===== src/hw/rtl/htb_pkg.sv =====
// ----------------------------------------------------------------------------
// htb_pkg
// shared widths, codes and types of the huffman tree builder
// ----------------------------------------------------------------------------
package htb_pkg;

    // fixed field widths of the channels
    localparam int LEAF_W       = 16;
    localparam int NODE_IDX_W   = 6;
    localparam int LINK_W       = 7;
    localparam int OUT_WEIGHT_W = 21;

    // defaults for the top level parameters
    localparam int DEF_MAX_LEAVES  = 32;
    localparam int DEF_WEIGHT_BITS = 16;

    typedef logic [LINK_W-1:0] t_link;

    // link code for "no node"
    localparam t_link LINK_NONE = '1;

    typedef enum logic [2:0] {
        S_IDLE,
        S_SCAN,
        S_LINK,
        S_PAR_A,
        S_PAR_B,
        S_OUT_RD,
        S_OUT_LOAD,
        S_OUT_HOLD
    } t_state;

    // control of the shared min-search unit
    typedef struct packed {
        logic clear;
        logic eval;
        logic use_skip;
    } t_scan_ctl;

endpackage


===== src/hw/rtl/htb_leaf_if.sv =====
// ----------------------------------------------------------------------------
// htb_leaf_if
// leaf weight channel, valid/ready handshake
// ----------------------------------------------------------------------------
interface htb_leaf_if import htb_pkg::*; ();
    logic              valid;
    logic              ready;
    logic [LEAF_W-1:0] leaf_weight;
    logic              last_leaf;

    modport source (output valid, output leaf_weight, output last_leaf, input ready);
    modport sink   (input valid, input leaf_weight, input last_leaf, output ready);
endinterface


===== src/hw/rtl/htb_node_if.sv =====
// ----------------------------------------------------------------------------
// htb_node_if
// node record channel, valid/ready handshake
// ----------------------------------------------------------------------------
interface htb_node_if import htb_pkg::*; ();
    logic                    valid;
    logic                    ready;
    logic [NODE_IDX_W-1:0]   node_index;
    logic [LINK_W-1:0]       left_child;
    logic [OUT_WEIGHT_W-1:0] node_weight;
    logic [LINK_W-1:0]       right_child;
    logic [LINK_W-1:0]       parent_index;
    logic                    last_node;

    modport source (
        output valid, output node_index, output left_child, output node_weight,
        output right_child, output parent_index, output last_node, input ready
    );
    modport sink (
        input valid, input node_index, input left_child, input node_weight,
        input right_child, input parent_index, input last_node, output ready
    );
endinterface


===== src/hw/rtl/htb_ram.sv =====
// ----------------------------------------------------------------------------
// htb_ram
// generic single write, single read ram with registered read data
// ----------------------------------------------------------------------------
module htb_ram #(
    parameter int WIDTH  = 8,
    parameter int DEPTH  = 64,
    parameter int ADDR_W = (DEPTH > 1) ? $clog2(DEPTH) : 1
) (
    input  logic              i_clk,
    input  logic              i_wr_en,
    input  logic [ADDR_W-1:0] i_wr_addr,
    input  logic [WIDTH-1:0]  i_wr_data,
    input  logic [ADDR_W-1:0] i_rd_addr,
    output logic [WIDTH-1:0]  o_rd_data
);

    logic [WIDTH-1:0] r_mem [DEPTH];
    logic [WIDTH-1:0] r_rd_data;

    always_ff @(posedge i_clk) begin
        if (i_wr_en) begin
            r_mem[i_wr_addr] <= i_wr_data;
        end
        r_rd_data <= r_mem[i_rd_addr];
    end

    assign o_rd_data = r_rd_data;

endmodule


===== src/hw/rtl/htb_min_unit.sv =====
// ----------------------------------------------------------------------------
// htb_min_unit
// shared compare unit: tracks the lightest parentless node of one scan
// ----------------------------------------------------------------------------
module htb_min_unit import htb_pkg::*; #(
    parameter int IDX_W = 6,
    parameter int SUM_W = 21
) (
    input  logic             i_clk,
    input  logic             i_rst_n,
    input  t_scan_ctl        i_ctl,
    input  logic [IDX_W-1:0] i_idx,
    input  logic [IDX_W-1:0] i_skip,
    input  logic [SUM_W-1:0] i_weight,
    input  t_link            i_parent,
    output logic [IDX_W-1:0] o_best_idx,
    output logic [SUM_W-1:0] o_best_weight
);

    logic             r_found;
    logic [IDX_W-1:0] r_best_idx;
    logic [SUM_W-1:0] r_best_w;
    logic             take;

    // strict less-than keeps the lowest index on ties
    always_comb begin
        take = i_ctl.eval && (i_parent == LINK_NONE)
            && !(i_ctl.use_skip && (i_idx == i_skip))
            && (!r_found || (i_weight < r_best_w));
    end

    always_ff @(posedge i_clk) begin
        if (!i_rst_n) begin
            r_found <= 1'b0;
        end else if (i_ctl.clear) begin
            r_found <= 1'b0;
        end else if (take) begin
            r_found <= 1'b1;
        end
    end

    always_ff @(posedge i_clk) begin
        if (take && !i_ctl.clear) begin
            r_best_idx <= i_idx;
            r_best_w   <= i_weight;
        end
    end

    assign o_best_idx    = r_best_idx;
    assign o_best_weight = r_best_w;

endmodule


===== src/hw/rtl/huffman_tree_builder_unit.sv =====
// ----------------------------------------------------------------------------
// huffman_tree_builder_unit
// builds a huffman tree from leaf weights and reports every node record
// ----------------------------------------------------------------------------
// usage:
//   i_leaf takes one leaf weight per word; last_leaf marks the final leaf of a
//   run, and a leaf that fills the store to MAX_LEAVES ends the run as well.
//   a leaf that is not last gives nothing back.
//   after the last leaf of n the block builds n-1 internal nodes, then sends
//   2n-1 node records on o_node in index order, last_node set on the final one.
//   internal node i takes two scans over nodes 0..i-1 through one shared
//   compare unit fed by the node rams, then writes the new node and the
//   parent links of both children. each record then goes through ram read,
//   load and send; the next record is read once this one is taken.
//   i_leaf.ready is high only while idle, not while building or sending.
//   a stalled receiver just holds the record in the output register; the
//   build is done by then, but the next run's leaves wait for the last record.
//   reset returns to idle with no leaves held; the rams need no clearing
//   since every entry is written before it is read in a run.
// ----------------------------------------------------------------------------
module huffman_tree_builder_unit import htb_pkg::*; #(
    parameter int MAX_LEAVES  = DEF_MAX_LEAVES,
    parameter int WEIGHT_BITS = DEF_WEIGHT_BITS
) (
    input  logic       i_clk,
    input  logic       i_rst_n,
    htb_leaf_if.sink   i_leaf,
    htb_node_if.source o_node
);

    localparam int NODE_CAP = 2 * MAX_LEAVES - 1;
    localparam int IDX_W    = (NODE_CAP > 1) ? $clog2(NODE_CAP) : 1;
    localparam int CNT_W    = $clog2(NODE_CAP + 1);
    localparam int KEEP_W   = (WEIGHT_BITS < LEAF_W) ? WEIGHT_BITS : LEAF_W;
    // a sum over all leaves stays below MAX_LEAVES * 2^WEIGHT_BITS
    localparam int SUM_W    = WEIGHT_BITS + $clog2(MAX_LEAVES);

    // sequencer state
    t_state           r_state, n_state;
    logic [CNT_W-1:0] r_cnt, n_cnt;        // leaves held
    logic [CNT_W-1:0] r_total, n_total;    // nodes in this run
    logic [CNT_W-1:0] r_node, n_node;      // node being built
    logic [CNT_W-1:0] r_j, n_j;            // scan read pointer
    logic [CNT_W-1:0] r_k, n_k;            // output pointer
    logic             r_pend, n_pend;      // read data of last scan address is due
    logic [IDX_W-1:0] r_pend_idx, n_pend_idx;
    logic             r_pass, n_pass;      // 0: left pick, 1: right pick
    logic [IDX_W-1:0] r_a, n_a;
    logic [SUM_W-1:0] r_wa, n_wa;
    logic [IDX_W-1:0] r_b, n_b;

    // output word register
    logic                    r_out_valid, n_out_valid;
    logic [NODE_IDX_W-1:0]   r_out_idx;
    t_link                   r_out_left;
    logic [OUT_WEIGHT_W-1:0] r_out_weight;
    t_link                   r_out_right;
    t_link                   r_out_parent;
    logic                    r_out_last;
    logic                    out_load;

    // ram ports
    logic              w_we, p_we, l_we;
    logic [IDX_W-1:0]  w_waddr, p_waddr, l_waddr;
    logic [SUM_W-1:0]  w_wdata;
    t_link             p_wdata;
    logic [2*LINK_W-1:0] l_wdata;
    logic [IDX_W-1:0]  rd_addr;
    logic [SUM_W-1:0]  w_rdata;
    t_link             p_rdata;
    logic [2*LINK_W-1:0] l_rdata;

    // min unit
    t_scan_ctl        scan_ctl;
    logic [IDX_W-1:0] best_idx;
    logic [SUM_W-1:0] best_w;

    logic             leaf_acc;
    logic             leaf_end;
    logic [CNT_W-1:0] n_leaves;
    logic [SUM_W-1:0] leaf_w;
    logic             issue;
    logic             scan_done;

    assign leaf_acc  = i_leaf.valid && i_leaf.ready;
    assign n_leaves  = r_cnt + CNT_W'(1);
    // the leaf that fills the store closes the run
    assign leaf_end  = i_leaf.last_leaf || (n_leaves == CNT_W'(MAX_LEAVES));
    assign leaf_w    = SUM_W'(i_leaf.leaf_weight[KEEP_W-1:0]);
    assign issue     = (r_state == S_SCAN) && (r_j != r_node);
    assign scan_done = (r_state == S_SCAN) && (r_j == r_node) && !r_pend;

    assign i_leaf.ready = (r_state == S_IDLE);

    htb_ram #(.WIDTH(SUM_W), .DEPTH(NODE_CAP)) u_weight_ram (
        .i_clk     (i_clk),
        .i_wr_en   (w_we),
        .i_wr_addr (w_waddr),
        .i_wr_data (w_wdata),
        .i_rd_addr (rd_addr),
        .o_rd_data (w_rdata)
    );

    htb_ram #(.WIDTH(LINK_W), .DEPTH(NODE_CAP)) u_parent_ram (
        .i_clk     (i_clk),
        .i_wr_en   (p_we),
        .i_wr_addr (p_waddr),
        .i_wr_data (p_wdata),
        .i_rd_addr (rd_addr),
        .o_rd_data (p_rdata)
    );

    // left and right child links share one word
    htb_ram #(.WIDTH(2*LINK_W), .DEPTH(NODE_CAP)) u_child_ram (
        .i_clk     (i_clk),
        .i_wr_en   (l_we),
        .i_wr_addr (l_waddr),
        .i_wr_data (l_wdata),
        .i_rd_addr (rd_addr),
        .o_rd_data (l_rdata)
    );

    htb_min_unit #(.IDX_W(IDX_W), .SUM_W(SUM_W)) u_min (
        .i_clk         (i_clk),
        .i_rst_n       (i_rst_n),
        .i_ctl         (scan_ctl),
        .i_idx         (r_pend_idx),
        .i_skip        (r_a),
        .i_weight      (w_rdata),
        .i_parent      (p_rdata),
        .o_best_idx    (best_idx),
        .o_best_weight (best_w)
    );

    // next state and ram control
    always_comb begin
        n_state     = r_state;
        n_cnt       = r_cnt;
        n_total     = r_total;
        n_node      = r_node;
        n_j         = r_j;
        n_k         = r_k;
        n_pend      = 1'b0;
        n_pend_idx  = r_j[IDX_W-1:0];
        n_pass      = r_pass;
        n_a         = r_a;
        n_wa        = r_wa;
        n_b         = r_b;
        n_out_valid = r_out_valid;
        out_load    = 1'b0;

        w_we    = 1'b0;
        p_we    = 1'b0;
        l_we    = 1'b0;
        w_waddr = r_node[IDX_W-1:0];
        p_waddr = r_node[IDX_W-1:0];
        l_waddr = r_node[IDX_W-1:0];
        w_wdata = r_wa + best_w;
        p_wdata = LINK_NONE;
        l_wdata = {LINK_W'(r_a), LINK_W'(best_idx)};
        rd_addr = r_j[IDX_W-1:0];

        scan_ctl.clear    = (r_state == S_SCAN) && (r_j == '0) && !r_pend;
        scan_ctl.eval     = r_pend;
        scan_ctl.use_skip = r_pass;

        case (r_state)
            S_IDLE: begin
                if (leaf_acc) begin
                    // store the leaf with no parent and no children
                    w_we    = 1'b1;
                    p_we    = 1'b1;
                    l_we    = 1'b1;
                    w_waddr = r_cnt[IDX_W-1:0];
                    p_waddr = r_cnt[IDX_W-1:0];
                    l_waddr = r_cnt[IDX_W-1:0];
                    w_wdata = leaf_w;
                    p_wdata = LINK_NONE;
                    l_wdata = {LINK_NONE, LINK_NONE};
                    if (leaf_end) begin
                        n_cnt   = '0;
                        n_total = CNT_W'((n_leaves << 1) - CNT_W'(1));
                        n_node  = n_leaves;
                        n_j     = '0;
                        n_k     = '0;
                        n_pass  = 1'b0;
                        // a lone leaf has nothing to join
                        if (n_leaves == CNT_W'(1)) begin
                            n_state = S_OUT_RD;
                        end else begin
                            n_state = S_SCAN;
                        end
                    end else begin
                        n_cnt = n_leaves;
                    end
                end
            end
            S_SCAN: begin
                if (issue) begin
                    n_j        = r_j + CNT_W'(1);
                    n_pend     = 1'b1;
                    n_pend_idx = r_j[IDX_W-1:0];
                end
                if (scan_done) begin
                    n_j = '0;
                    if (!r_pass) begin
                        n_a     = best_idx;
                        n_wa    = best_w;
                        n_pass  = 1'b1;
                    end else begin
                        n_b     = best_idx;
                        n_state = S_LINK;
                    end
                end
            end
            S_LINK: begin
                // new node: summed weight, both children, no parent yet
                w_we    = 1'b1;
                l_we    = 1'b1;
                p_we    = 1'b1;
                w_wdata = r_wa + best_w;
                l_wdata = {LINK_W'(r_a), LINK_W'(r_b)};
                p_wdata = LINK_NONE;
                n_state = S_PAR_A;
            end
            S_PAR_A: begin
                p_we    = 1'b1;
                p_waddr = r_a;
                p_wdata = LINK_W'(r_node);
                n_state = S_PAR_B;
            end
            S_PAR_B: begin
                p_we    = 1'b1;
                p_waddr = r_b;
                p_wdata = LINK_W'(r_node);
                n_j     = '0;
                n_pass  = 1'b0;
                if ((r_node + CNT_W'(1)) == r_total) begin
                    n_k     = '0;
                    n_state = S_OUT_RD;
                end else begin
                    n_node  = r_node + CNT_W'(1);
                    n_state = S_SCAN;
                end
            end
            S_OUT_RD: begin
                rd_addr = r_k[IDX_W-1:0];
                n_state = S_OUT_LOAD;
            end
            S_OUT_LOAD: begin
                out_load    = 1'b1;
                n_out_valid = 1'b1;
                n_state     = S_OUT_HOLD;
            end
            S_OUT_HOLD: begin
                if (o_node.ready) begin
                    n_out_valid = 1'b0;
                    if (r_out_last) begin
                        n_state = S_IDLE;
                    end else begin
                        n_k     = r_k + CNT_W'(1);
                        n_state = S_OUT_RD;
                    end
                end
            end
            default: begin
                n_state = S_IDLE;
            end
        endcase
    end

    // control registers
    always_ff @(posedge i_clk) begin
        if (!i_rst_n) begin
            r_state     <= S_IDLE;
            r_cnt       <= '0;
            r_pend      <= 1'b0;
            r_pass      <= 1'b0;
            r_out_valid <= 1'b0;
        end else begin
            r_state     <= n_state;
            r_cnt       <= n_cnt;
            r_pend      <= n_pend;
            r_pass      <= n_pass;
            r_out_valid <= n_out_valid;
        end
    end

    // working registers, written before use in every run
    always_ff @(posedge i_clk) begin
        r_total    <= n_total;
        r_node     <= n_node;
        r_j        <= n_j;
        r_k        <= n_k;
        r_pend_idx <= n_pend_idx;
        r_a        <= n_a;
        r_wa       <= n_wa;
        r_b        <= n_b;
    end

    // output word, loaded from the registered ram read data in the cycle after the read
    always_ff @(posedge i_clk) begin
        if (out_load) begin
            r_out_idx    <= NODE_IDX_W'(r_k);
            r_out_left   <= l_rdata[2*LINK_W-1:LINK_W];
            r_out_right  <= l_rdata[LINK_W-1:0];
            r_out_weight <= OUT_WEIGHT_W'(w_rdata);
            r_out_parent <= p_rdata;
            r_out_last   <= ((r_k + CNT_W'(1)) == r_total);
        end
    end

    assign o_node.valid        = r_out_valid;
    assign o_node.node_index   = r_out_idx;
    assign o_node.left_child   = r_out_left;
    assign o_node.node_weight  = r_out_weight;
    assign o_node.right_child  = r_out_right;
    assign o_node.parent_index = r_out_parent;
    assign o_node.last_node    = r_out_last;

endmodule


===== src/flat_wrapper.sv =====
// flat-port wrapper written by rule: the top's interface ports become plain ports
module huffman_tree_builder_unit_flat import htb_pkg::*;
#(
    parameter int MAX_LEAVES  = DEF_MAX_LEAVES,
    parameter int WEIGHT_BITS = DEF_WEIGHT_BITS
)
  (i_clk, i_rst_n, i_leaf_valid, i_leaf_leaf_weight, i_leaf_last_leaf, i_leaf_ready, o_node_valid, o_node_node_index, o_node_left_child, o_node_node_weight, o_node_right_child, o_node_parent_index, o_node_last_node, o_node_ready);
  htb_leaf_if i_leaf_i ();
  htb_node_if o_node_i ();
  input  logic i_clk;
  input  logic i_rst_n;
  input wire logic [$bits(i_leaf_i.valid)-1:0] i_leaf_valid;
  input wire logic [$bits(i_leaf_i.leaf_weight)-1:0] i_leaf_leaf_weight;
  input wire logic [$bits(i_leaf_i.last_leaf)-1:0] i_leaf_last_leaf;
  output wire logic [$bits(i_leaf_i.ready)-1:0] i_leaf_ready;
  output wire logic [$bits(o_node_i.valid)-1:0] o_node_valid;
  output wire logic [$bits(o_node_i.node_index)-1:0] o_node_node_index;
  output wire logic [$bits(o_node_i.left_child)-1:0] o_node_left_child;
  output wire logic [$bits(o_node_i.node_weight)-1:0] o_node_node_weight;
  output wire logic [$bits(o_node_i.right_child)-1:0] o_node_right_child;
  output wire logic [$bits(o_node_i.parent_index)-1:0] o_node_parent_index;
  output wire logic [$bits(o_node_i.last_node)-1:0] o_node_last_node;
  input wire logic [$bits(o_node_i.ready)-1:0] o_node_ready;
  assign i_leaf_i.valid = i_leaf_valid;
  assign i_leaf_i.leaf_weight = i_leaf_leaf_weight;
  assign i_leaf_i.last_leaf = i_leaf_last_leaf;
  assign i_leaf_ready = i_leaf_i.ready;
  assign o_node_valid = o_node_i.valid;
  assign o_node_node_index = o_node_i.node_index;
  assign o_node_left_child = o_node_i.left_child;
  assign o_node_node_weight = o_node_i.node_weight;
  assign o_node_right_child = o_node_i.right_child;
  assign o_node_parent_index = o_node_i.parent_index;
  assign o_node_last_node = o_node_i.last_node;
  assign o_node_i.ready = o_node_ready;
  huffman_tree_builder_unit #(.MAX_LEAVES(MAX_LEAVES), .WEIGHT_BITS(WEIGHT_BITS)) u_core (.i_clk(i_clk), .i_rst_n(i_rst_n), .i_leaf(i_leaf_i), .o_node(o_node_i));
endmodule

===== config.mk =====
export PLATFORM = sky130hd
export DESIGN_NAME = huffman_tree_builder_unit_flat
export DESIGN_NICKNAME = d
export VERILOG_FILES = /design/src/hw/rtl/htb_pkg.sv /design/src/hw/rtl/htb_leaf_if.sv /design/src/hw/rtl/htb_node_if.sv /design/src/hw/rtl/htb_ram.sv /design/src/hw/rtl/htb_min_unit.sv /design/src/hw/rtl/huffman_tree_builder_unit.sv /design/src/flat_wrapper.sv
export SDC_FILE = /design/constraint.sdc
export NUM_CORES = 2
export LEC_CHECK = 0
export BUFFER_PORTS_ARGS = -buffer_cell sky130_fd_sc_hd__buf_2
export CORE_ASPECT_RATIO = 1.25
export CORE_MARGIN = 2
export CORE_UTILIZATION = 40
export DETAILED_ROUTE_END_ITERATION = 6
export HOLD_SLACK_MARGIN = 0.15
export PLACE_DENSITY = 0.66
export SYNTH_ARGS = -nofsm -noshare
export SYNTH_HDL_FRONTEND = slang
export SYNTH_HIERARCHICAL = 1
export SYNTH_SLANG_ARGS = --single-unit

===== constraint.sdc =====
create_clock -name i_clk -period 14.6 [get_ports i_clk]
set_input_delay 0.73 -clock i_clk [delete_from_list [all_inputs] [get_ports i_clk]]
set_output_delay 0.73 -clock i_clk [all_outputs]
set_load 0.01 [all_outputs]

==> flow_metrics.py <==
metrics = {
    "pwr": {
        "power_density_mw_per_mm2": 195,
        "power.leakage_nw": 38.7,
        "vdd_drop_max_mv": 0.170,
    },
    "outcome": {
        "status": "finished with violations",
        "violations": "max-capacitance violations",
    },
    "timing": {
        "finalSetupViolCount": 0,
        "drv_slew": 0,
        "period_minus_slack_ps": 6340,
        "post-route-period-util_pct": 43.4,
        "slew_headroom_pct": 1.29,
        "hold_viol_final": 0,
        "fmax_mhz": 158,
        "rsz0062_at_grt": "false",
        "finalClockSkew_ps": 54.5,
        "fin_ws_ps": 8260,
        "worst-slew-pin-transition_ps": 1470,
        "tns_ps": 0,
    },
    "placement": {
        "placedCellCount": 9140,
        "dp_hpwl_um": 166000,
        "place_congestion": 0.850,
        "dp_slack_ps": 8210,
        "io_buffers": 71,
    },
    "critical_path": {
        "arrival_ps": 7080,
        "crit_fanout": 51,
        "start_kind": "flip-flop",
        "critical_path_class": "reg -> reg",
        "endpoint_kind": "flip-flop",
        "required_ps": 15340,
    },
    "detailed_routing": {
        "drt_wl_total_um": 282000,
        "vias": 55900,
        "viasPerCell": 5.79,
        "drt_iter0_drc": 6983,
        "final_antenna_net_count": 0,
        "drc": 0,
        "routedWlPerCell_um": 29.2,
        "drt_pass1_iterations": 6,
    },
    "global_routing": {
        "grt_usage_pct": 19.8,
        "grt_pass1_wl_um": 402000,
        "grt_overflow": 0,
        "grt_antenna_before_repair": 7,
        "grt_pass1_vias": 55800,
        "grt_max_degree": 124,
    },
    "synth": {
        "synth-main-ff-cell": "edfxtp_1",
        "async_reset_ff_share_pct": 0,
        "synthCells": 5461,
        "ys.warnings.count": 6,
        "synthDistinctLibCells": 88,
        "syn_avg_cell_area_um2": 20.3,
        "yosysMostFrequentCell": "edfxtp_1",
        "syn_area_mm2": 0.111,
        "syn-num-nets": 5529,
        "yosysTopAreaCell": "edfxtp_1",
        "seq_area_frac_synth_pct": 76.3,
        "synth-edff-count": 2778,
        "ys_ff_latch": 2839,
        "synth_commonest_cells": "edfxtp_1, mux4_2, nor2_1, nand2_1, mux2i_1",
        "synth_top_cells_by_area": "edfxtp_1, mux4_2, mux2i_1",
        "yosys.area.top_type_share_pct": 75.2,
    },
    "cts": {
        "numCtsBuffers": 294,
        "post_cts_buffers": 0,
        "clkSinkCount": 2839,
        "cts.reportedPaths.clkPinSlew_ps": 60,
        "cts_buffer_depth": 4,
        "cts-root-buf": "clkbuf_16",
        "h-tree-depth": 5,
        "cts_tree": "done",
        "clock_latency_ps": 940,
    },
    "min_path": {
        "hp-class": "in -> reg",
    },
    "final_layout": {
        "nFillCells": 22900,
        "fin_nets": 5800,
        "regArea_mm2": 0.0846,
        "area_growth_pct": 13.2,
        "multiInputGateArea_mm2": 0.0252,
        "drive_above_1_share_pct": 24.3,
        "fin_cells": 9655,
    },
    "die": {
        "ios": 72,
        "die_area_mm2": 0.282,
        "die_h_um": 593,
        "initial_core_util_pct": 40.1,
        "chipWidth_um": 475,
        "coreArea_mm2": 0.276,
        "rows": 216,
    },
    "job": {
        "maxCapViolCount": 1,
    },
}
==> path summary, 6_finish.rpt <==
path	slack [ps]	startpoint	cells past startpoint	to
setup / recovery	8260	u_core/r_state[2]$_SDFFE_PN0P_	10	u_core/u_weight_ram/o_rd_data[12]$_DFF_P_
hold / removal	240	i_leaf_last_leaf	4	u_core/r_cnt[1]$_SDFFE_PN0P_
setup reg to reg	8260	u_core/r_state[2]$_SDFFE_PN0P_	10	u_core/u_weight_ram/o_rd_data[12]$_DFF_P_
hold reg to reg	440	u_core/r_pend_idx[4]$_DFF_P_	0	u_core/u_min/o_best_idx[4]$_DFFE_PP_
==> where the power goes <==
part | switching (mW) | internal [mW] | total (mW)
Clock | 2.96 | 4.11 | 7.07
Sequential | 0.292 | 9.88 | 10.2
Combinational | 4.61 | 2.68 | 7.29
==> cells in the final DEF (no fill, tap or decap), drive strengths merged, types with 11 or more instances in the layout <==
master / synthesis / final
o22ai: 44 / 44
and2: 12 / 12
a22o: 22 / 22
clkinvlp: 0 / 11
bufinv: 0 / 18
clkinv: 0 / 86
inv: 37 / 44
mux2i: 136 / 136
mux2: 48 / 48
edfxtp: 2778 / 2778
or2: 15 / 15
a31oi: 11 / 11
xor2: 32 / 32
nor3: 50 / 50
a21oi: 124 / 124
o311ai: 12 / 12
clkbuf: 132 / 383
buf: 161 / 266
nand3b: 15 / 15
a21o: 11 / 11
dfxtp: 61 / 61
mux4: 604 / 604
xnor2: 20 / 20
o21ai: 108 / 108
o32ai: 13 / 13
nand4: 13 / 13
nand2b: 30 / 30
o221ai: 38 / 38
a22oi: 87 / 87
or3: 20 / 20
ha: 46 / 46
nor2: 292 / 292
a211oi: 30 / 30
nand2: 188 / 188
nor4: 17 / 17
a211o: 18 / 18
nand3: 62 / 62
a221oi: 16 / 16
nor2b: 65 / 65
==> state kept, by name (all words and copies together), names as in the netlist, 14 cells and up <==
register                       count
u_core/o_node.node_weight         21
u_core/r_wa                       21
u_core/u_child_ram/o_rd_data      14
u_core/u_child_ram/r_mem         882
u_core/u_min/o_best_weight        21
u_core/u_parent_ram/r_mem        441
u_core/u_weight_ram/o_rd_data     21
u_core/u_weight_ram/r_mem       1323
==> kinds of logic (layout without fill, tap and decap cells) <==
logic type / Yosys count / in the layout / share of synthesized area (%)
xor+xnor: 53 / 53 / 0.448
buf+inv: 330 / 810 / 1.51
other cells: 0 / 8 / 0
simple gates: 815 / 815 / 3.49
flops: 2839 / 2839 / 76.3
compound gates: 589 / 589 / 3.68
fa+ha+maj: 47 / 47 / 0.537
mux: 788 / 788 / 14.0
==> critical path, cell delays in order, from the launching register on <==
cell and delay (ps):
dfxtp_1 840, nand3b_1 570, mux2_8 770, buf_4 820
buf_4 750, buf_4 860, mux4_2 600, a22oi_1 200
a21oi_1 230, a21oi_1 170, o311ai_0 180
==> cell type report <==
cell class / count / area share, %
clock buffer: 383 / 6.28
inverter: 37 / 0.115
sequential: 2839 / 67.4
multi-input combinational: 2292 / 20.1
clock inverter: 122 / 0.845
antenna: 8 / 0.0159
tap: 3706 / 3.69
timing repair buffer: 268 / 1.52
==> what timing repair did <==
action | in CTS | in global routing
hold buffers | 2 | 0
gates resized for setup | 0 | 0
hold endpoints to repair | 4 | 0
==> routing by layer <==
layer  GRT usage (%)  up-vias  share of wire (%)
met2            33.7     2576                 51
met4            8.97        2                4.8
li1                -    23100                  -
met5               0        -             0.0025
met1            24.9    29700                 37
met3            3.15      522                7.3
==> through the flow <==
| stage | util (%) | total power, mW | hold slack [ps] | instance area (um2) |
|---|---|---|---|---|
| detailed placement | 42.2 | 17.6 | 442 | 117000 |
| floorplan | - | 15.0 | 386 | 111000 |
| finish | 45.4 | 24.5 | 240 | 126000 |
| global placement | 42.2 | 17.5 | 436 | 117000 |
| global route | 45.4 | 25.3 | 238 | 126000 |
| CTS | 45.4 | 24.7 | 185 | 126000 |
(Power assumes the default switching activity.)
